**src/rtl/morse_sample_decoder_top_assert.svh**
```systemverilog
// Assertion macros for the Morse sample decoder.
`ifndef MORSE_SAMPLE_DECODER_TOP_ASSERT_SVH
`define MORSE_SAMPLE_DECODER_TOP_ASSERT_SVH
`ifndef SYNTHESIS
`define MSD_ASSERT(lbl, prop, msg) \
   lbl: assert property (@(posedge clock) disable iff (reset) prop) else $error(msg);
`define MSD_ASSERT_NORST(lbl, prop, msg) \
   lbl: assert property (@(posedge clock) prop) else $error(msg);
`else
`define MSD_ASSERT(lbl, prop, msg)
`define MSD_ASSERT_NORST(lbl, prop, msg)
`endif
`endif

```
**src/rtl/msd_pkg.sv**
```systemverilog
// Types, constants and the code table of the Morse sample decoder.
package msd_pkg;

   localparam int MAX_PATTERN_DEF = 7;
   localparam int SAMPLE_W        = 10;
   localparam int RUN_W           = 16;
   localparam int ASCII_W         = 7;
   localparam int TABLE_SIZE      = 37;
   localparam int CODE_W          = 8;
   localparam int CODE_LEN_W      = 4;
   localparam int QUEUE_DEPTH     = 2;
   localparam int CSR_ADDR_W      = 4;
   localparam int CSR_DATA_W      = 32;
   localparam int REQ_DATA_W      = 16;
   localparam int RSP_DATA_W      = 8;

   localparam logic [SAMPLE_W-1:0] LEVEL_THRESHOLD_RST = 10'd512;
   localparam logic [RUN_W-1:0]    DOT_MAX_LEN_RST     = 16'd4;
   localparam logic [RUN_W-1:0]    LETTER_GAP_MAX_RST  = 16'd4;

   typedef enum logic [1:0] {
      CSR_LEVEL_THRESHOLD = 2'd0,
      CSR_DOT_MAX_LEN     = 2'd1,
      CSR_LETTER_GAP_MAX  = 2'd2
   } csr_index_type;

   typedef struct packed {
      logic [SAMPLE_W-1:0] level_threshold;
      logic [RUN_W-1:0]    dot_max_len;
      logic [RUN_W-1:0]    letter_gap_max;
   } cfg_type;

   typedef struct packed {
      logic [CODE_LEN_W-1:0] len;
      logic [CODE_W-1:0]     bits;
      logic [ASCII_W-1:0]    ascii;
   } code_entry_type;

   // Element i of a code is bit i, with 1 for a dash.
   localparam code_entry_type CODE_TABLE [TABLE_SIZE] = '{
      '{4'd7, 8'd0,  7'h20},
      '{4'd2, 8'd2,  7'h41},
      '{4'd4, 8'd1,  7'h42},
      '{4'd4, 8'd5,  7'h43},
      '{4'd3, 8'd1,  7'h44},
      '{4'd1, 8'd0,  7'h45},
      '{4'd4, 8'd4,  7'h46},
      '{4'd3, 8'd3,  7'h47},
      '{4'd4, 8'd0,  7'h48},
      '{4'd2, 8'd0,  7'h49},
      '{4'd4, 8'd14, 7'h4A},
      '{4'd3, 8'd5,  7'h4B},
      '{4'd4, 8'd2,  7'h4C},
      '{4'd2, 8'd3,  7'h4D},
      '{4'd2, 8'd1,  7'h4E},
      '{4'd3, 8'd7,  7'h4F},
      '{4'd4, 8'd6,  7'h50},
      '{4'd4, 8'd11, 7'h51},
      '{4'd3, 8'd2,  7'h52},
      '{4'd3, 8'd0,  7'h53},
      '{4'd1, 8'd1,  7'h54},
      '{4'd3, 8'd4,  7'h55},
      '{4'd4, 8'd8,  7'h56},
      '{4'd3, 8'd6,  7'h57},
      '{4'd4, 8'd9,  7'h58},
      '{4'd4, 8'd13, 7'h59},
      '{4'd4, 8'd3,  7'h5A},
      '{4'd5, 8'd31, 7'h30},
      '{4'd5, 8'd30, 7'h31},
      '{4'd5, 8'd28, 7'h32},
      '{4'd5, 8'd24, 7'h33},
      '{4'd5, 8'd16, 7'h34},
      '{4'd5, 8'd0,  7'h35},
      '{4'd5, 8'd1,  7'h36},
      '{4'd5, 8'd3,  7'h37},
      '{4'd5, 8'd7,  7'h38},
      '{4'd5, 8'd15, 7'h39}
   };

endpackage

```
**src/rtl/msd_front.sv**
```systemverilog
// Front end: sample classification, run counters and letter pattern assembly.
module msd_front #(
   parameter int MAX_PATTERN = msd_pkg::MAX_PATTERN_DEF
) (
   input  logic                                             clock,
   input  logic                                             reset,
   input  msd_pkg::cfg_type                                 cfg,
   input  logic                                             in_valid,
   output logic                                             in_ready,
   input  logic [msd_pkg::SAMPLE_W-1:0]                     sample,
   input  logic                                             end_of_message,
   output logic                                             q_valid,
   input  logic                                             q_ready,
   output logic [MAX_PATTERN+$clog2(MAX_PATTERN+1):0]       q_data
);

   localparam int LEN_W = $clog2(MAX_PATTERN + 1);
   localparam int IDX_W = $clog2(MAX_PATTERN);
   localparam int PAT_W = MAX_PATTERN + LEN_W + 1;

   logic [msd_pkg::RUN_W-1:0] mark_run_ff, mark_run_in;
   logic [msd_pkg::RUN_W-1:0] gap_run_ff, gap_run_in;
   logic                      last_gap_ff, last_gap_in;
   logic [PAT_W-1:0]          pat_ff, pat_in;
   logic                      emit;
   logic [PAT_W-1:0]          letter;
   logic                      accept;

   function automatic logic [PAT_W-1:0] add_elem(input logic [PAT_W-1:0] p, input logic dash);
      logic [MAX_PATTERN-1:0] b;
      logic [LEN_W-1:0]       l;
      logic                   o;
      {o, l, b} = p;
      if (l >= LEN_W'(MAX_PATTERN)) begin
         o = 1'b1;
      end else begin
         if (dash) begin
            b[l[IDX_W-1:0]] = 1'b1;
         end
         l = l + 1'b1;
      end
      return {o, l, b};
   endfunction

   function automatic logic nonempty(input logic [PAT_W-1:0] p);
      return p[PAT_W-1] || (p[PAT_W-2 -: LEN_W] != '0);
   endfunction

   always_comb begin
      mark_run_in = mark_run_ff;
      gap_run_in  = gap_run_ff;
      last_gap_in = last_gap_ff;
      pat_in      = pat_ff;
      emit        = 1'b0;
      letter      = '0;
      if (sample <= cfg.level_threshold) begin
         if (last_gap_ff) begin
            if (gap_run_in <= cfg.letter_gap_max && mark_run_in != '0) begin
               pat_in = add_elem(pat_in, mark_run_in > cfg.dot_max_len);
            end
            mark_run_in = msd_pkg::RUN_W'(1);
            gap_run_in  = '0;
         end else if (mark_run_in != '1) begin
            mark_run_in = mark_run_in + 1'b1;
         end
         last_gap_in = 1'b0;
      end else begin
         if (last_gap_ff) begin
            if (gap_run_in != '1) begin
               gap_run_in = gap_run_in + 1'b1;
            end
         end else begin
            gap_run_in = msd_pkg::RUN_W'(1);
         end
         last_gap_in = 1'b1;
         if ({1'b0, gap_run_in} == {1'b0, cfg.letter_gap_max} + 17'd1) begin
            if (mark_run_in != '0) begin
               pat_in      = add_elem(pat_in, mark_run_in > cfg.dot_max_len);
               mark_run_in = '0;
            end
            if (nonempty(pat_in)) begin
               emit   = 1'b1;
               letter = pat_in;
               pat_in = '0;
            end
         end
      end
      if (end_of_message && !emit) begin
         if (mark_run_in != '0) begin
            pat_in      = add_elem(pat_in, mark_run_in > cfg.dot_max_len);
            mark_run_in = '0;
         end
         if (nonempty(pat_in)) begin
            emit   = 1'b1;
            letter = pat_in;
            pat_in = '0;
         end
      end
   end

   assign in_ready = q_ready;
   assign accept   = in_valid && q_ready;
   assign q_valid  = in_valid && emit;
   assign q_data   = letter;

   always_ff @(posedge clock) begin
      if (reset) begin
         mark_run_ff <= '0;
         gap_run_ff  <= '0;
         last_gap_ff <= 1'b0;
         pat_ff      <= '0;
      end else if (accept) begin
         mark_run_ff <= mark_run_in;
         gap_run_ff  <= gap_run_in;
         last_gap_ff <= last_gap_in;
         pat_ff      <= pat_in;
      end
   end

endmodule

```
**src/rtl/msd_queue.sv**
```systemverilog
// Two-entry queue that carries closed letters from the front end to the back end.
module msd_queue #(
   parameter int WIDTH = 12
) (
   input  logic             clock,
   input  logic             reset,
   input  logic             push_valid,
   output logic             push_ready,
   input  logic [WIDTH-1:0] push_data,
   output logic             pop_valid,
   input  logic             pop_ready,
   output logic [WIDTH-1:0] pop_data
);

   localparam int DEPTH = msd_pkg::QUEUE_DEPTH;
   localparam int PTR_W = $clog2(DEPTH);
   localparam int CNT_W = $clog2(DEPTH + 1);

   logic [WIDTH-1:0] mem_ff [DEPTH];
   logic [PTR_W-1:0] wr_ptr_ff, wr_ptr_in;
   logic [PTR_W-1:0] rd_ptr_ff, rd_ptr_in;
   logic [CNT_W-1:0] count_ff, count_in;
   logic             push;
   logic             pop;

   assign push_ready = count_ff != CNT_W'(DEPTH);
   assign pop_valid  = count_ff != '0;
   assign pop_data   = mem_ff[rd_ptr_ff];
   assign push       = push_valid && push_ready;
   assign pop        = pop_valid && pop_ready;

   always_comb begin
      wr_ptr_in = wr_ptr_ff;
      rd_ptr_in = rd_ptr_ff;
      count_in  = count_ff;
      if (push) begin
         wr_ptr_in = (wr_ptr_ff == PTR_W'(DEPTH - 1)) ? '0 : wr_ptr_ff + 1'b1;
      end
      if (pop) begin
         rd_ptr_in = (rd_ptr_ff == PTR_W'(DEPTH - 1)) ? '0 : rd_ptr_ff + 1'b1;
      end
      if (push && !pop) begin
         count_in = count_ff + 1'b1;
      end else if (pop && !push) begin
         count_in = count_ff - 1'b1;
      end
   end

   always_ff @(posedge clock) begin
      if (reset) begin
         wr_ptr_ff <= '0;
         rd_ptr_ff <= '0;
         count_ff  <= '0;
      end else begin
         wr_ptr_ff <= wr_ptr_in;
         rd_ptr_ff <= rd_ptr_in;
         count_ff  <= count_in;
      end
   end

   always_ff @(posedge clock) begin
      if (push) begin
         mem_ff[wr_ptr_ff] <= push_data;
      end
   end

endmodule

```
**src/rtl/msd_back.sv**
```systemverilog
// Back end: table match of a closed letter and the registered result stage.
module msd_back #(
   parameter int MAX_PATTERN = msd_pkg::MAX_PATTERN_DEF
) (
   input  logic                                       clock,
   input  logic                                       reset,
   input  logic                                       q_valid,
   output logic                                       q_ready,
   input  logic [MAX_PATTERN+$clog2(MAX_PATTERN+1):0] q_data,
   output logic                                       rsp_valid,
   input  logic                                       rsp_ready,
   output logic [msd_pkg::ASCII_W-1:0]                rsp_ascii,
   output logic                                       rsp_invalid
);

   localparam int LEN_W = $clog2(MAX_PATTERN + 1);

   logic [MAX_PATTERN-1:0]            pat_bits;
   logic [LEN_W-1:0]                  pat_len;
   logic                              pat_ovf;
   logic [msd_pkg::CODE_W-1:0]        bits_ext;
   logic [msd_pkg::CODE_LEN_W-1:0]    len_ext;
   logic                              hit;
   logic [msd_pkg::ASCII_W-1:0]       ascii;
   logic                              rsp_valid_ff, rsp_valid_in;
   logic [msd_pkg::ASCII_W-1:0]       ascii_ff;
   logic                              invalid_ff;
   logic                              load;

   assign {pat_ovf, pat_len, pat_bits} = q_data;
   assign bits_ext = msd_pkg::CODE_W'(pat_bits);
   assign len_ext  = msd_pkg::CODE_LEN_W'(pat_len);

   always_comb begin
      hit   = 1'b0;
      ascii = '0;
      for (int k = 0; k < msd_pkg::TABLE_SIZE; k++) begin
         if (msd_pkg::CODE_TABLE[k].len == len_ext && msd_pkg::CODE_TABLE[k].bits == bits_ext) begin
            hit   = 1'b1;
            ascii = ascii | msd_pkg::CODE_TABLE[k].ascii;
         end
      end
      if (pat_ovf) begin
         hit   = 1'b0;
         ascii = '0;
      end
   end

   assign q_ready = !rsp_valid_ff || rsp_ready;
   assign load    = q_valid && q_ready;

   always_comb begin
      rsp_valid_in = rsp_valid_ff;
      if (load) begin
         rsp_valid_in = 1'b1;
      end else if (rsp_ready) begin
         rsp_valid_in = 1'b0;
      end
   end

   always_ff @(posedge clock) begin
      if (reset) begin
         rsp_valid_ff <= 1'b0;
      end else begin
         rsp_valid_ff <= rsp_valid_in;
      end
   end

   always_ff @(posedge clock) begin
      if (load) begin
         ascii_ff   <= ascii;
         invalid_ff <= !hit;
      end
   end

   assign rsp_valid   = rsp_valid_ff;
   assign rsp_ascii   = ascii_ff;
   assign rsp_invalid = invalid_ff;

endmodule

```
**src/rtl/morse_sample_decoder_top.sv**
```systemverilog
// Top level of the Morse sample decoder: register file, front end, queue and back end.
//
// Channel  Direction  Payload
// req      in         tdata[9:0] sample, tlast end_of_message
// rsp      out        tdata[6:0] symbol_ascii, tuser invalid_pattern
// csr      in/out     APB registers: threshold 0x0, dot length 0x4, letter gap 0x8
//
// One sample per cycle while the queue has room; a letter is queued, then registered.
// The two-entry queue between the front and back ends sets how long a stalled output may hold.
// Reset is synchronous; no clearing pass follows it.
// The input stalls only while the queue is full.
`include "morse_sample_decoder_top_assert.svh"
module morse_sample_decoder_top #(
   parameter int MAX_PATTERN = msd_pkg::MAX_PATTERN_DEF
) (
   input  logic                               clock,
   input  logic                               reset,
   input  logic                               req_tvalid,
   output logic                               req_tready,
   input  logic [msd_pkg::REQ_DATA_W-1:0]     req_tdata,   // sample
   input  logic                               req_tlast,
   output logic                               rsp_tvalid,
   input  logic                               rsp_tready,
   output logic [msd_pkg::RSP_DATA_W-1:0]     rsp_tdata,   // symbol_ascii
   output logic                               rsp_tuser,   // invalid_pattern
   input  logic                               csr_psel,
   input  logic                               csr_penable,
   input  logic                               csr_pwrite,
   input  logic [msd_pkg::CSR_ADDR_W-1:0]     csr_paddr,
   input  logic [msd_pkg::CSR_DATA_W-1:0]     csr_pwdata,
   output logic [msd_pkg::CSR_DATA_W-1:0]     csr_prdata,
   output logic                               csr_pready
);

   localparam int PAT_W = MAX_PATTERN + $clog2(MAX_PATTERN + 1) + 1;

   logic [msd_pkg::SAMPLE_W-1:0]  level_threshold_ff;
   logic [msd_pkg::RUN_W-1:0]     dot_max_len_ff;
   logic [msd_pkg::RUN_W-1:0]     letter_gap_max_ff;
   msd_pkg::cfg_type              cfg;
   msd_pkg::csr_index_type        csr_index;
   logic                          csr_wr;
   logic                          push_valid;
   logic                          push_ready;
   logic [PAT_W-1:0]              push_data;
   logic                          pop_valid;
   logic                          pop_ready;
   logic [PAT_W-1:0]              pop_data;
   logic [msd_pkg::ASCII_W-1:0]   rsp_ascii;

   assign csr_pready = 1'b1;
   assign csr_index  = msd_pkg::csr_index_type'(csr_paddr[3:2]);
   assign csr_wr     = csr_psel && csr_penable && csr_pwrite && csr_pready;

   always_ff @(posedge clock) begin
      if (reset) begin
         level_threshold_ff <= msd_pkg::LEVEL_THRESHOLD_RST;
         dot_max_len_ff     <= msd_pkg::DOT_MAX_LEN_RST;
         letter_gap_max_ff  <= msd_pkg::LETTER_GAP_MAX_RST;
      end else if (csr_wr) begin
         case (csr_index)
            msd_pkg::CSR_LEVEL_THRESHOLD: begin
               level_threshold_ff <= csr_pwdata[msd_pkg::SAMPLE_W-1:0];
            end
            msd_pkg::CSR_DOT_MAX_LEN: begin
               dot_max_len_ff <= csr_pwdata[msd_pkg::RUN_W-1:0];
            end
            msd_pkg::CSR_LETTER_GAP_MAX: begin
               letter_gap_max_ff <= csr_pwdata[msd_pkg::RUN_W-1:0];
            end
            default: begin
            end
         endcase
      end
   end

   always_comb begin
      case (csr_index)
         msd_pkg::CSR_LEVEL_THRESHOLD: csr_prdata = msd_pkg::CSR_DATA_W'(level_threshold_ff);
         msd_pkg::CSR_DOT_MAX_LEN:     csr_prdata = msd_pkg::CSR_DATA_W'(dot_max_len_ff);
         msd_pkg::CSR_LETTER_GAP_MAX:  csr_prdata = msd_pkg::CSR_DATA_W'(letter_gap_max_ff);
         default:                      csr_prdata = '0;
      endcase
   end

   assign cfg.level_threshold = level_threshold_ff;
   assign cfg.dot_max_len     = dot_max_len_ff;
   assign cfg.letter_gap_max  = letter_gap_max_ff;

   msd_front #(
      .MAX_PATTERN(MAX_PATTERN)
   ) u_front (
      .clock          (clock),
      .reset          (reset),
      .cfg            (cfg),
      .in_valid       (req_tvalid),
      .in_ready       (req_tready),
      .sample         (req_tdata[msd_pkg::SAMPLE_W-1:0]),
      .end_of_message (req_tlast),
      .q_valid        (push_valid),
      .q_ready        (push_ready),
      .q_data         (push_data)
   );

   msd_queue #(
      .WIDTH(PAT_W)
   ) u_queue (
      .clock      (clock),
      .reset      (reset),
      .push_valid (push_valid),
      .push_ready (push_ready),
      .push_data  (push_data),
      .pop_valid  (pop_valid),
      .pop_ready  (pop_ready),
      .pop_data   (pop_data)
   );

   msd_back #(
      .MAX_PATTERN(MAX_PATTERN)
   ) u_back (
      .clock       (clock),
      .reset       (reset),
      .q_valid     (pop_valid),
      .q_ready     (pop_ready),
      .q_data      (pop_data),
      .rsp_valid   (rsp_tvalid),
      .rsp_ready   (rsp_tready),
      .rsp_ascii   (rsp_ascii),
      .rsp_invalid (rsp_tuser)
   );

   assign rsp_tdata = msd_pkg::RSP_DATA_W'(rsp_ascii);

   `MSD_ASSERT(a_invalid_has_no_symbol, rsp_tvalid && rsp_tuser |-> rsp_tdata == 8'h00, "invalid result carries a symbol")
   `MSD_ASSERT(a_valid_symbol_set, rsp_tvalid && !rsp_tuser |-> rsp_tdata == 8'h20 || (rsp_tdata >= 8'h30 && rsp_tdata <= 8'h39) || (rsp_tdata >= 8'h41 && rsp_tdata <= 8'h5A), "decoded symbol outside the alphabet")
   `MSD_ASSERT_NORST(a_reset_clears_output, $past(reset) |-> !rsp_tvalid, "result valid right after reset")
   `MSD_ASSERT(a_threshold_write, $past(csr_wr && !reset && csr_index == msd_pkg::CSR_LEVEL_THRESHOLD) |-> level_threshold_ff == $past(csr_pwdata[9:0]), "threshold write lost")

endmodule

```
**config.mk**
```make
export PLATFORM = sky130hd
export DESIGN_NAME = morse_sample_decoder_top
export DESIGN_NICKNAME = d
export VERILOG_FILES = /design/src/rtl/msd_pkg.sv /design/src/rtl/msd_front.sv /design/src/rtl/msd_queue.sv /design/src/rtl/msd_back.sv /design/src/rtl/morse_sample_decoder_top.sv
export VERILOG_INCLUDE_DIRS = /design/src /design/src/rtl
export SDC_FILE = /design/constraint.sdc
export NUM_CORES = 1
export LEC_CHECK = 0
export ABC_AREA = 1
export BUFFER_PORTS_ARGS = -buffer_cell sky130_fd_sc_hd__clkbuf_2
export CAP_MARGIN = 20
export CORE_MARGIN = 4
export CORE_UTILIZATION = 53
export CTS_CLUSTER_SIZE = 25
export DETAILED_ROUTE_END_ITERATION = 6
export GPL_TIMING_DRIVEN = 0
export PLACE_DENSITY = 0.84
export REMOVE_ABC_BUFFERS = 1
export SYNTH_ARGS = -nofsm -noshare
export SYNTH_HDL_FRONTEND = slang
export SYNTH_SLANG_ARGS = --single-unit
```
**constraint.sdc**
```tcl
create_clock -name clock -period 4.1 [get_ports clock]
set_input_delay 0.82 -clock clock [delete_from_list [all_inputs] [get_ports clock]]
set_output_delay 0.82 -clock clock [all_outputs]
set_load 0.05 [all_outputs]
```
## Yosys cells after proc, flatten, opt, wreduce, memory -nomap -nowiden

Memory sizes are Yosys's and may differ from the RTL's. A register that Yosys moved wholly into a read port is not among the register bits.
Cells that the tools add are included.

| cells by class | value |
|---|---|
| add/subtract/negate cells | 9 |
| $lt $le $gt $ge | 10 |
| eq/ne operators | 31 |
| muxes and demuxes | 218 |
| bitwise operators | 2 |
| reduce and logical (&&, ||, !) cells | 75 |

Operators with widths:

| operator | number |
|---|---|
| 2-to-1 mux 16 bit | 36 |
| 2-to-1 mux 7 bit | 49 |
| 2-to-1 mux 11 bit | 30 |
| 2-to-1 mux 1 bit | 71 |
| 2-to-1 mux 6 bit | 11 |
| 2-to-1 mux 10 bit | 5 |
| logical AND 1 bit | 49 |
| case mux 16 bit (3 select lines) | 1 |
| equality test 4 x 7 -> 1 bit (first input constant) | 6 |
| equality test 5 x 7 -> 1 bit (first input constant) | 5 |
| adder 16 x 1 -> 16 bit (second input constant) | 2 |
| greater-than comparator 16 bit | 2 |
| inequality test 16 bit (second input constant) | 2 |
| nonzero test 16 bit | 2 |
| 2-to-1 mux 3 bit | 10 |
| equality test 3 x 7 -> 1 bit (first input constant) | 4 |
| adder 16 x 1 -> 17 bit (second input constant) | 1 |
| equality test 16 x 17 -> 1 bit | 1 |
| <= comparator 16 bit | 1 |
| nonzero test 2 bit | 8 |
| equality test 2 x 7 -> 1 bit (first input constant) | 2 |
| OR 7 bit | 2 |
| <= comparator 10 bit | 1 |
| equality test 3 bit (first input constant) | 3 |
| other kinds (22) | 41 |

| storage, ports and cells | value |
|---|---|
| bits in registers | 99 |
| bits in writable memories | 22 |
| input bits | 60 |
| output and inout port bits | 44 |
| logic and storage cells | 359 |
| memories | 1 |

Memory list:

| memory | words | bits a word | rd ports | clocked after memory_dff | write ports | RTL line | RTL |
|---|---|---|---|---|---|---|---|
| u_queue.mem_ff | 2 | 11 | 1 | 1 | 1 | msd_queue.sv:19 | `logic [WIDTH-1:0] mem_ff [DEPTH];` |

## Logic depth before layout (Yosys ltp)

Gate-level depths: netlist (run 1).

| depth | value |
|---|---|
| depth after elaboration | 51 |
| gate-level depth with buffers | 36 |
| gate-level depth less buffers | 35 |

## Modules after synthesis

A second synthesis (run 1) with hierarchy kept.

| second synthesis, totals | value |
|---|---|
| cells, all modules | 1629 |
| area total of the unflattened synthesis | 10448.8 um^2 |

Modules (own cells, without submodules):

| module | times used | cells each | area an instance (um^2) | seq. area each (um^2) |
|---|---|---|---|---|
| msd_front | 1 | 1050 | 6168.4 | 880.8 |
| morse_sample_decoder_top | 1 | 334 | 2122.0 | 840.8 |
| msd_queue | 1 | 71 | 1081.0 | 760.7 |
| msd_back | 1 | 174 | 1077.3 | 260.2 |

## Worst setup path after synthesis (run 1)

No wires, ideal clock.

| path | value |
|---|---|
| kind | input to register |
| from | input req_tdata[9] in the netlist's numbering |
| to | memory u_queue.mem_ff[0][0] in the netlist's numbering, enable pin |
| library setup time | 0.378 ns |
| arrival | 3.729 ns |
| required time | 3.722 ns |
| path slack | -0.008 ns |
| stages on the path | 24 |
| buffers on the path | 1 |
| path through | ha_1 nand2_1 nor2_1 o211ai_1 o2111ai_1 nand2_1 inv_1 buf_1 nand3_1 nand2_1 ha_1 ha_1 inv_1 nand2_1 nand2_1 nand2_1 nand2_1 nand2_1 nor2_1 nand2_1 nand2_2 nand2_4 nand2_1 nor2_1 |

| between the ends | value |
|---|---|
| word-level cells in the longest chain between the ends | 17 |
| elaborated cells between the ends (all ways) | 26 |
| those cells by class | add/sub (1); order compare (2); mux (16); reduce/logical (7) |

RTL lines:

| element | RTL line | RTL |
|---|---|---|
| start, declared | morse_sample_decoder_top.sv:20 | `input logic [msd_pkg::REQ_DATA_W-1:0] req_tdata,` |
| <= comparator 10 bit * | msd_front.sv:56 | `if (sample <= cfg.level_threshold) begin` |
| 2-to-1 mux 11 bit | msd_front.sv:56 |  |
| adder 3 x 1 -> 3 bit or greater-or-equal comparator 3 bit (tied branches) | msd_front.sv:40, msd_front.sv:34 |  |
| 2-to-1 mux 3 bit | msd_front.sv:34 | `if (l >= LEN_W'(MAX_PATTERN)) begin` |
| 2-to-1 mux 3 bit | msd_front.sv:89 | `if (mark_run_in != '0) begin` |
| 2-to-1 mux 3 bit | msd_front.sv:88 | `if (end_of_message && !emit) begin` |
| 2-to-1 mux 11 bit | msd_front.sv:89 |  |
| 2-to-1 mux 11 bit | msd_front.sv:88 |  |
| nonzero test 3 bit | msd_front.sv:46 | `return p[PAT_W-1] \|\| (p[PAT_W-2 -: LEN_W] != '0);` |
| logical OR 1 bit | msd_front.sv:46 |  |
| 2-to-1 mux 1 bit | msd_front.sv:93 | `if (nonempty(pat_in)) begin` |
| 2-to-1 mux 1 bit | msd_front.sv:88 |  |
| 2-to-1 mux 1 bit * | msd_front.sv:88 |  |
| logical AND 1 bit * | msd_front.sv:103 | `assign q_valid = in_valid && emit;` |
| logical AND 1 bit * | msd_queue.sv:29 | `assign push = push_valid && push_ready;` |
| 2-to-1 mux 1 bit * | msd_queue.sv:62 | `if (push) begin` |
| 2-to-1 mux 1 bit (not written as such) * | msd_queue.sv:63 | `mem_ff[wr_ptr_ff] <= push_data;` |
| end, declared | msd_queue.sv:19 |  |

Every way passes the cells marked *; elsewhere a longest branch is shown, timed or not. The select of a mux whose other input is x is not followed.

## Worst setup path in the final report (run 1)

| path | value |
|---|---|
| from | register u_front.gap_run_ff[0] in the netlist's numbering |
| to | register u_queue.count_ff[1] |

| between the ends | value |
|---|---|
| word-level cells in the longest chain between the ends | 26 |
| elaborated cells between the ends (all ways) | 49 |
| those cells by class | add/sub (2); order compare (2); eq/ne (2); mux (31); reduce/logical (12) |

RTL lines:

| element | RTL line | RTL |
|---|---|---|
| start, declared | msd_front.sv:22 | `logic [msd_pkg::RUN_W-1:0] gap_run_ff, gap_run_in;` |
| start signal, assigned | msd_front.sv:114 | `gap_run_ff <= gap_run_in;` |
| adder 16 x 1 -> 16 bit or inequality test 16 bit (tied branches) | msd_front.sv:70, msd_front.sv:69 |  |
| 2-to-1 mux 16 bit | msd_front.sv:69 | `if (gap_run_in != '1) begin` |
| 2-to-1 mux 16 bit | msd_front.sv:68 | `if (last_gap_ff) begin` |
| 2-to-1 mux 16 bit | msd_front.sv:56 |  |
| 2-to-1 mux 16 bit | msd_front.sv:68 |  |
| 2-to-1 mux 16 bit | msd_front.sv:56 |  |
| equality test 16 x 17 -> 1 bit | msd_front.sv:76 | `if ({1'b0, gap_run_in} == {1'b0, cfg.letter_gap_max} + 17'd1) begin` |
| 2-to-1 mux 11 bit | msd_front.sv:76 |  |
| [11 not listed] | -- |  |
| 2-to-1 mux 1 bit | msd_front.sv:88 |  |
| 2-to-1 mux 1 bit * | msd_front.sv:88 |  |
| logical AND 1 bit * | msd_front.sv:103 |  |
| logical AND 1 bit * | msd_queue.sv:29 |  |
| named net u_queue.push | msd_queue.sv:23 | `logic push;` |
| logical NOT 1 bit | msd_queue.sv:44 | `end else if (pop && !push) begin` |
| logical AND 1 bit | msd_queue.sv:44 |  |
| nonzero test 2 bit (no source line) | -- |  |
| end signal, assigned | msd_queue.sv:57 | `count_ff <= count_in;` |
| end, declared | msd_queue.sv:22 | `logic [CNT_W-1:0] count_ff, count_in;` |

Mark *: on every way through the listed nets, which the timed path passes. The rest lies on a longest branch. The select of a mux whose other input is x is not followed.
A chain may end at the register's enable or synchronous reset.

==> results of run 1 <==
sequential cells by signal, summed over array words and instances (netlist names), named ones only:
| signal | count |
|---|---|
| level_threshold_ff | 10 |
| u_front.last_gap_ff | 1 |
| u_back.rsp_invalid | 1 |
| u_front.mark_run_ff | 16 |
| u_front.gap_run_ff | 16 |
| u_back.rsp_valid | 1 |
| u_back.rsp_ascii | 7 |
| u_queue.wr_ptr_ff | 1 |
| u_queue.rd_ptr_ff | 1 |
| u_front.pat_ff | 11 |
| letter_gap_max_ff | 16 |
| u_queue.mem_ff | 22 |
| dot_max_len_ff | 16 |
| u_queue.count_ff | 2 |
area by class of cell:
type                       count  area [µm²]  area share (%)
clock buffer                  22         518            4.57
clock inverter                10         150            1.32
timing repair buffer         104         709            6.25
sequential                   122        2790            24.6
inverter                     190         728            6.42
timing repair inverter         1        7.51          0.0662
tap                          225         282            2.48
multi-input combinational   1043        6160            54.3
metal layers:
metal,vias to the layer above,part of all wire [%]
met5,-,0
met1,4718,37
li1,4840,-
met4,0,4.9
met2,731,48
met3,172,9.8
power by group through the flow:
stage / Combinational, mW / Clock (mW) / Sequential [mW]
2_1_floorplan: 0.546 / 0 / 1.53
3_3_place_gp: 0.881 / 0 / 1.41
3_5_place_dp: 0.904 / 0 / 1.41
4_1_cts: 0.963 / 1.69 / 1.39
5_1_grt: 1.15 / 1.75 / 1.40
6_report: 1.07 / 1.69 / 1.39
path summary, 6_finish.rpt:
path / cells past startpoint / start / slack (ns) / endpoint
max: 32 / u_front.gap_run_ff[0] / -0.17 / u_queue.count_ff[1]
min: 2 / u_front.pat_ff[2] / 0.47 / u_front.pat_ff[2]
max reg2reg: 32 / u_front.gap_run_ff[0] / -0.17 / u_queue.count_ff[1]
min reg2reg: 2 / u_front.pat_ff[2] / 0.47 / u_front.pat_ff[2]
what timing repair did:
action | 4_1_cts | 5_1_grt
endpoints found under the setup margin | 74 | 61
pin swaps | 19 | 39
setup buffers | 25 | 12
endpoints found under the hold margin | 0 | 0
resized for setup | 63 | 129
gates cloned | 3 | 0
placed cells by master, fill, tap and decap left out, drive strengths merged, types with 4 or more instances in the layout:
| cell type | n |
|---|---|
| nand2 | 310 |
| buf | 43 |
| a211oi | 5 |
| a21oi | 109 |
| conb | 18 |
| clkinv | 6 |
| o22ai | 25 |
| nand4 | 22 |
| clkinvlp | 4 |
| xor2 | 18 |
| clkbuf | 83 |
| o211ai | 12 |
| o21ai | 116 |
| nand3 | 111 |
| a31oi | 4 |
| inv | 188 |
| ha | 67 |
| nor2 | 146 |
| dfxtp | 92 |
| o221ai | 10 |
| edfxtp | 30 |
| nor3 | 32 |
| or2 | 10 |
cell families after synthesis:
kind of cell               Yosys count
DFF                                122
buffers and inverters              244
muxes                                2
and+or+nand+nor                    636
other                                2
xor gates and xnor gates            18
adders and majority gates           67
AOI/OAI and AO/OA                  300
critical path: cells and delay by family, from the launching register on:
| family | cells | cell delay, ns |
|---|---|---|
| XOR/XNOR | 1 | 0.14 |
| AND/OR/NAND/NOR | 20 | 2.23 |
| adder cells (fa/ha/maj) | 2 | 0.40 |
| buffers and inverters | 4 | 0.38 |
| flip-flops | 1 | 0.38 |
| AO/OA/AOI/OAI | 5 | 0.61 |
==> results.ini, run 1 <==
[outcome]
outcome=finished with violations
violations=design-rule violations, negative setup slack

[synth]
synth_most_common_cell=nand2_1
post_synth_and_or_nand_nor_area_fraction_pct=30.4
synth.area.mux_share_pct=0.216
avgSynthCellArea_um2=6.67
synthTopCellsByCount=nand2_1, inv_1, nor2_1
async_flop_share_pct=0
syn-instance-count=1391
ys_warn_count=0
synth_cell_types=51
seq_area_frac_synth_pct=29.5
synth_top_area_cell=dfxtp_1
netlist_area_mm2=0.00928
synth_top_area_share_pct=19.8
synth.area.top_cells=dfxtp_1, nand2_1, edfxtp_1
synthAdderAreaFrac_pct=9.03
synth_compound_area_share_pct=18.2
synth-edff-count=30
synth_xor_area_share_pct=1.70
synth_flop_cell=dfxtp_1
synth_top_family_by_area=simple AND/OR/NAND/NOR gates
ys_seq_elements=122

[floorplan]
rows=48
pin_count=104
die_w_um=140
coreArea_mm2=0.0172
die_h_um=140
start_util_pct=53.8
fp.dieArea_mm2=0.0197

[place]
dp_slack_ns=-1.87
gp_congestion=0.994
place_inst=1643
portBuffers=61
dpl.hpwl_um=19800
placed_area_mm2=0.00973

[grt]
grt_antenna_before_repair=0
busiest_layer=met2
grt_pass1_wl_um=46100
grt_pass1_vias=9471
met3_usage_pct=5.33
grt_usage_pct=28.4
grt_util_met1_pct=35.2
grt_max_degree=42
grt.overflow.total=0
globalRouteMet2Util_pct=48.4

[sta]
setup_viol=21
max_slew_margin_pct=39.8
fin_crit_sh_pct=104
rsz0062_at_grt=true
setup_tns_ns=-2.10
fmax_mhz=234
fin_crit_ns=4.27
report.final.slew_viol_count=0
fin_ws_ns=-0.174
hold_viol_final=0
worst-slew-pin-transition_ns=0.900
holdWs_ns=0.470
finalClockSkew_ns=0.0145

[critical_path]
start_kind=flop
critPathMaxStageDelay_ns=0.38
worstPathMaxFanout=6
crit_required_ns=4.41
crit_arrival_ns=4.58
path_class=reg -> reg
cp-end-kind=flop
crit_slowest_cell=dfxtp_4
cp_common_cell=nand2_4

[run]
maxCapViolations=0

[final_layout]
final_area_mm2=0.0113
area_delta_synth_final_pct=22.2
instances_no_fill=1717
drive_above_1_share_pct=21.9
nNetsFinal=1606
final_core_util_pct=65.8
insertedDiodeCount=0
n_fill_cell=1341

[power]
powerDensity_mw_per_mm2=365
switching_power_mw=1.44
total_power_mw=4.15
p_leak_nw=4.92
switching_share_pct=34.9
p_seq_share_pct=33.5
ir_worst_vdd_v=0.000370
pwr-share-comb_pct=25.7
internal-power_mw=2.70
p_clk_share_pct=40.8

[cts]
clock-sinks=122
cts_buffer_depth=2
clkTransAtPathRegs_ns=0.06
clock_tree.root_cell=clkbuf_16
tritoncts=yes
htreeDepth=4
cts_buffers=17
clock_latency_ns=0.43
cts_hold_buf=0

[drt]
postRouteAntennaNets=0
drt-pass1-iter-count=7
num_vias=10500
wl_per_cell_um=18.0
drcViolationCount=1
drt_wl_total_um=30800
drt-initial-drc-count=1373
post_drt_via_cell_ratio=6.09

[min_path]
hold_class=reg -> reg

(Power assumes the default switching activity.)
==> run 2: changes to the inputs <==
Settings changed: PLACE_DENSITY 0.84 to 0.81, TNS_END_PERCENT from default to 20.
Clock period 4.1 ns to 5.51 ns, I/O delays scaled along.
==> results.ini, run 2 (same netlist as run 1, synthesis figures left out) <==
[floorplan]
die_w_um=140  ; unchanged
die_h_um=140  ; unchanged
rows=48  ; unchanged
coreArea_mm2=0.0172  ; unchanged
fp.dieArea_mm2=0.0197  ; unchanged
start_util_pct=53.8  ; unchanged
pin_count=104  ; unchanged

[final_layout]
regMostFlops=u_queue.mem_ff
insertedDiodeCount=0  ; unchanged
nNetsFinal=1569  ; -2.3%
drive_above_1_share_pct=10.7  ; -11 points
layout_commonest_cell=nand2_1
n_fill_cell=1583  ; +18%
instances_no_fill=1680  ; -2.2%
largest_register_ff_count=22  ; unchanged
final_core_util_pct=59.9  ; -5.9 points
final_cell_mix=nand2_1, inv_1, nor2_1
area_delta_synth_final_pct=11.3
final_area_mm2=0.0103  ; -8.9%

[place]
portBuffers=61  ; unchanged
placed_area_mm2=0.00973  ; about the same
dpl.hpwl_um=19800  ; -0.24%
dp_slack_ns=-0.688  ; +1.18 ns
place_inst=1643  ; unchanged
gp_congestion=0.962  ; -3.2%

[grt]
grt_util_met1_pct=33.4  ; -1.8 points
globalRouteMet2Util_pct=43.3  ; -5.1 points
grt_pass1_vias=8832  ; -6.7%
grt.overflow.total=0  ; unchanged
met3_usage_pct=4.51  ; -0.82 points
grt_usage_pct=25.9  ; -2.5 points
grt_antenna_before_repair=0  ; unchanged
grt_max_degree=35  ; -17%
grt_pass1_wl_um=42100  ; -8.8%
busiest_layer=met2

[cts]
clock_latency_ns=0.42  ; about the same
cts_buffer_depth=2  ; unchanged
clock-sinks=122  ; unchanged
cts_buffers=17  ; unchanged
clock_tree.root_cell=clkbuf_16
htreeDepth=4  ; unchanged
cts_hold_buf=0  ; unchanged
clkTransAtPathRegs_ns=0.06  ; about the same
tritoncts=yes

[power]
p_seq_share_pct=37.3  ; +3.8 points
total_power_mw=2.74  ; -34%
p_leak_nw=4.61  ; -6.3%
powerDensity_mw_per_mm2=265  ; -27%
switching_power_mw=0.987  ; -32%
switching_share_pct=36.0  ; +1.2 points
internal-power_mw=1.75  ; -35%
pwr-share-comb_pct=25.7  ; about the same
p_clk_share_pct=37.0  ; -3.8 points
ir_worst_vdd_v=0.000272  ; -27%

[sta]
finalClockSkew_ns=0.0118  ; -0.00273 ns
hold_viol_final=0  ; unchanged
worst-slew-pin-transition_ns=1.07  ; +0.167 ns
holdWs_ns=0.469  ; -0.00115 ns
fin_ws_ns=0.260  ; +0.434 ns
fmax_mhz=190
fin_crit_ns=5.25
setup_tns_ns=0  ; +2.10 ns
report.final.slew_viol_count=0  ; unchanged
fin_crit_sh_pct=95.3
max_slew_margin_pct=28.4  ; -11 points
setup_viol=0  ; -100%

[min_path]
worstHoldStart=u_front.pat_ff[2]
min_to=u_front.pat_ff[2]
hold_depth=2  ; unchanged
hold_class=reg -> reg

[critical_path]
crit_start=req_tdata[9]
cp-end-kind=flop
crit_required_ns=5.71  ; +1.30 ns
timing.rr.start=u_front.gap_run_ff[1]
worstPathMaxFanout=12  ; +6
start_kind=input pin
r2r_cells=35  ; +9.4%
crit_arrival_ns=5.45  ; +0.87 ns
worstReg2RegEnd=u_queue.count_ff[1]
path_class=in -> reg
rrSetupSlack_ns=0.38  ; +0.55 ns

[drt]
postRouteAntennaNets=0  ; unchanged
drcViolationCount=0  ; -1
wl_per_cell_um=15.5  ; -14%
drt-pass1-iter-count=6  ; -1
post_drt_via_cell_ratio=5.72  ; -6.1%
drt_wl_total_um=26000  ; -16%
drt-initial-drc-count=959  ; -30%
num_vias=9610  ; -8.1%

[outcome]
outcome=complete, no violations

[run]
maxCapViolations=0  ; unchanged

[run 2: area by class of cell]
class,instances,area (µm²),share of cell area [%]
tap,225,282,2.73
timing repair inverter,1,5.00,0.0484
timing repair buffer,69,424,4.11
inverter,190,717,6.94
clock buffer,20,458,4.43
sequential,122,2740,26.6
clock inverter,12,73.8,0.715
multi-input combinational,1041,5630,54.5
[run 2: timing repair]
| item | CTS | global route |
|---|---|---|
| resized for setup | 1 | 4 |
| gates cloned | 0 | 1 |
| pin swaps | 0 | 0 |
| setup endpoints to repair | 31 | 34 |
| buffers inserted | 0 | 3 |
| hold endpoints to repair | 0 | 0 |
[run 2: power groups by stage]
stage | clock, mW | sequential [mW] | combinational (mW)
after floorplan | 0 | 1.13 | 0.406
after global placement | 0 | 1.05 | 0.659
after detailed placement | 0 | 1.05 | 0.673
after CTS | 1.02 | 1.03 | 0.676
after global routing | 1.07 | 1.03 | 0.772
final | 1.01 | 1.02 | 0.704
[run 2: metal layers]
metal,routed length (µm),up-vias,part of all wire [%]
li1,-,4763,-
met1,11100,4323,43
met2,12300,453,47
met3,1920,71,7.4
met4,701,0,2.7
met5,0,-,0
[run 2: how the worst max path moves through the flow]
| stage | to | slack, ns | cells after the start |
|---|---|---|---|
| after floorplan | u_queue.count_ff[1] | 0.83 | 27 |
| after global placement | u_queue.mem_ff[0][2] | -0.57 | 23 |
| after detailed placement | u_queue.mem_ff[0][6] | -0.69 | 23 |
| after CTS | u_queue.mem_ff[0][2] | 0.03 | 23 |
| after global routing | u_queue.count_ff[1] | -0.08 | 33 |
| final | u_queue.mem_ff[0][5] | 0.26 | 22 |
[run 2: critical path: stages]
cell and delay, ns:
clkbuf_2 0.09, ha_1 0.31, nand2_1 0.12, nor2_1 0.07, o211ai_1 0.09, o2111ai_1 0.12, nand2_1 0.50, clkinvlp_2 0.74
nand3_1 0.27, nand2_1 0.12, ha_1 0.32, nand2_1 0.08, nor2_1 0.13, a211oi_1 0.07, o221a_2 0.25, a32oi_1 0.26
inv_1 0.10, nor2_1 0.26, nand3_1 0.14, nand2_1 0.10, nand2_1 0.05, o21ai_0 0.15
==> run 3: changes to the inputs <==
Settings changed: PLACE_DENSITY 0.81 to 0.75.
==> results.ini, run 3 (same netlist as run 1, synthesis figures left out) <==
[grt]
grt_max_degree=34  ; -2.9%
globalRouteMet2Util_pct=43.6  ; +0.38 points
grt_antenna_before_repair=0  ; unchanged
grt_util_met1_pct=34.8  ; +1.4 points
grt_pass1_wl_um=42000  ; -0.28%
grt.overflow.total=0  ; unchanged
grt_pass1_vias=8455  ; -4.3%
busiest_layer=met2
grt_usage_pct=26.1  ; +0.20 points
met3_usage_pct=3.79  ; -0.72 points

[power]
pwr-share-comb_pct=24.8  ; -0.9 points
internal-power_mw=1.83  ; +4.5%
powerDensity_mw_per_mm2=276  ; +3.9%
p_clk_share_pct=39.6  ; +2.6 points
p_leak_nw=4.64  ; +0.74%
ir_worst_vdd_v=0.000291  ; +7.1%
switching_share_pct=36.2  ; +0.15 points
total_power_mw=2.87  ; +4.7%
p_seq_share_pct=35.6  ; -1.7 points
switching_power_mw=1.04  ; +5.2%

[critical_path]
path_cells=clkbuf_2, ha_1, a21oi_1, o21ai_0, nand2_1, o2111ai_1, nand2_1, clkinvlp_4, buf_4, nor2_4, inv_1, o21ai_1, ha_1, nand4_1, nor3_1, nand2_1, a32oi_1, inv_1, nor2_1, nand3_1, nand2_1, nand2_1, o21ai_0
crit_arrival_ns=5.28  ; -0.17 ns
critPathMaxStageDelay_ns=0.51  ; -0.23 ns
timing.rr.start=u_front.gap_run_ff[1]
cp_common_cell=nand2_1
crit_family=simple AND/OR/NAND/NOR gates
worstPathMaxFanout=15  ; +3
crit_start=req_tdata[5]
cp.buffers_inverters=5  ; +2
start_kind=input pin
path_class=in -> reg
crit_required_ns=5.74  ; +0.03 ns
cp-end-kind=flop
crit_slowest_cell=nand2_1

[cts]
tritoncts=yes
cts_buffer_depth=2  ; unchanged
cts_buffers=17  ; unchanged
clock_tree.root_cell=clkbuf_16
clock_latency_ns=0.43  ; about the same
clock-sinks=122  ; unchanged
clkTransAtPathRegs_ns=0.06  ; about the same
htreeDepth=4  ; unchanged

[run]
maxCapViolations=0  ; unchanged

[sta]
setup_viol=0  ; unchanged
finalClockSkew_ns=0.0122  ; +0.000398 ns
report.final.slew_viol_count=0  ; unchanged
fin_crit_ns=5.05  ; -0.196 ns
hold_viol_final=0  ; unchanged
fin_crit_sh_pct=91.7  ; -3.5 points
rsz0062_at_grt=false
max_slew_margin_pct=30.2  ; +1.8 points
worst-slew-pin-transition_ns=1.05  ; -0.0210 ns
fmax_mhz=198  ; +3.9%

[final_layout]
nNetsFinal=1570  ; +0.064%
area_delta_synth_final_pct=12.2
largest_register_ff_count=22  ; unchanged
drive_above_1_share_pct=10.9  ; +0.20 points
layout_commonest_cell=nand2_1
final_area_mm2=0.0104  ; +0.78%
insertedDiodeCount=0  ; unchanged
final_cell_mix=nand2_1, inv_1, nor2_1
regMostFlops=u_queue.mem_ff

[drt]
drt-initial-drc-count=840  ; -12%
num_vias=9477  ; -1.4%
post_drt_via_cell_ratio=5.64  ; -1.4%
drt_wl_total_um=26100  ; +0.25%
drcViolationCount=0  ; unchanged
wl_per_cell_um=15.5  ; +0.19%
drt-pass1-iter-count=5  ; -1
postRouteAntennaNets=0  ; unchanged

[floorplan]
pin_count=104  ; unchanged
rows=48  ; unchanged
die_w_um=140  ; unchanged
coreArea_mm2=0.0172  ; unchanged
fp.dieArea_mm2=0.0197  ; unchanged
die_h_um=140  ; unchanged
start_util_pct=53.8  ; unchanged

[outcome]
outcome=complete, no violations

[min_path]
hold_class=reg -> reg
worstHoldStart=u_queue.rd_ptr_ff

[place]
dpl.hpwl_um=19700  ; -0.50%
placed_area_mm2=0.00974  ; +0.15%
portBuffers=61  ; unchanged
gp_congestion=0.956  ; -0.70%

run 3: cell count changes in the layout (fill, tap and decap cells not counted), moves of 2 or more:
| cell | before | now |
|---|---|---|
| clkinv_2 | 7 | 2 |
| inv_6 | 1 | 5 |
| bufinv_16 | 0 | 2 |
| clkbuf_1 | 2 | 0 |
run 3: timing repair:
item,4_1_cts,5_1_grt
setup buffers,0,3
gates resized for setup,1,6
hold buffers,0,0
setup endpoints to repair,12,34
gates cloned,0,1
run 3: cell type report:
type	count	area, µm²
tap	225	282
fill	1606	6830
multi-input combinational	1041	5630
sequential	122	2740
inverter	190	717
timing repair buffer	70	439
clock buffer	17	425
clock inverter	15	164
timing repair inverter	1	7.51
run 3: worst paths after layout:
check / endpoint / slack (ns) / depth (start not counted)
worst max register to register: u_queue.count_ff[1] / 0.50 / 35
worst max-delay path: u_queue.mem_ff[0][3] / 0.46 / 23
worst min-delay path: u_queue.rd_ptr_ff / 0.47 / 1
worst min register to register: u_queue.rd_ptr_ff / 0.47 / 1
run 3: through the flow:
step | utilization, % | hold slack [ns] | TNS [ns] | setup slack (ns) | std cells
after detailed placement | 56.5 | 0.466 | -17.08 | -0.613 | 1644
final | 60.4 | 0.472 | 0 | 0.456 | 1681
after CTS | 60.0 | 0.472 | 0 | 0.0813 | 1676
after global routing | 60.4 | 0.499 | 0 | 0.0400 | 1681
after floorplan | - | 0.426 | 0 | 0.834 | 1353
after global placement | 55.9 | 0.437 | -16.59 | -0.591 | 1639
run 3: layer usage:
layer,vias to the layer above,wire length (µm),part of all wire [%]
met1,4315,11400,44
li1,4760,-,-
met4,0,497,1.9
met5,-,0,0
met3,47,1780,6.8
met2,355,12400,47
run 3: power by group through the flow:
stage	Sequential, mW	Clock, mW	Combinational, mW
after floorplan	1.13	0	0.406
after global placement	1.05	0	0.661
after detailed placement	1.05	0	0.674
after CTS	1.03	1.15	0.679
after global routing	1.03	1.19	0.775
final	1.02	1.14	0.711
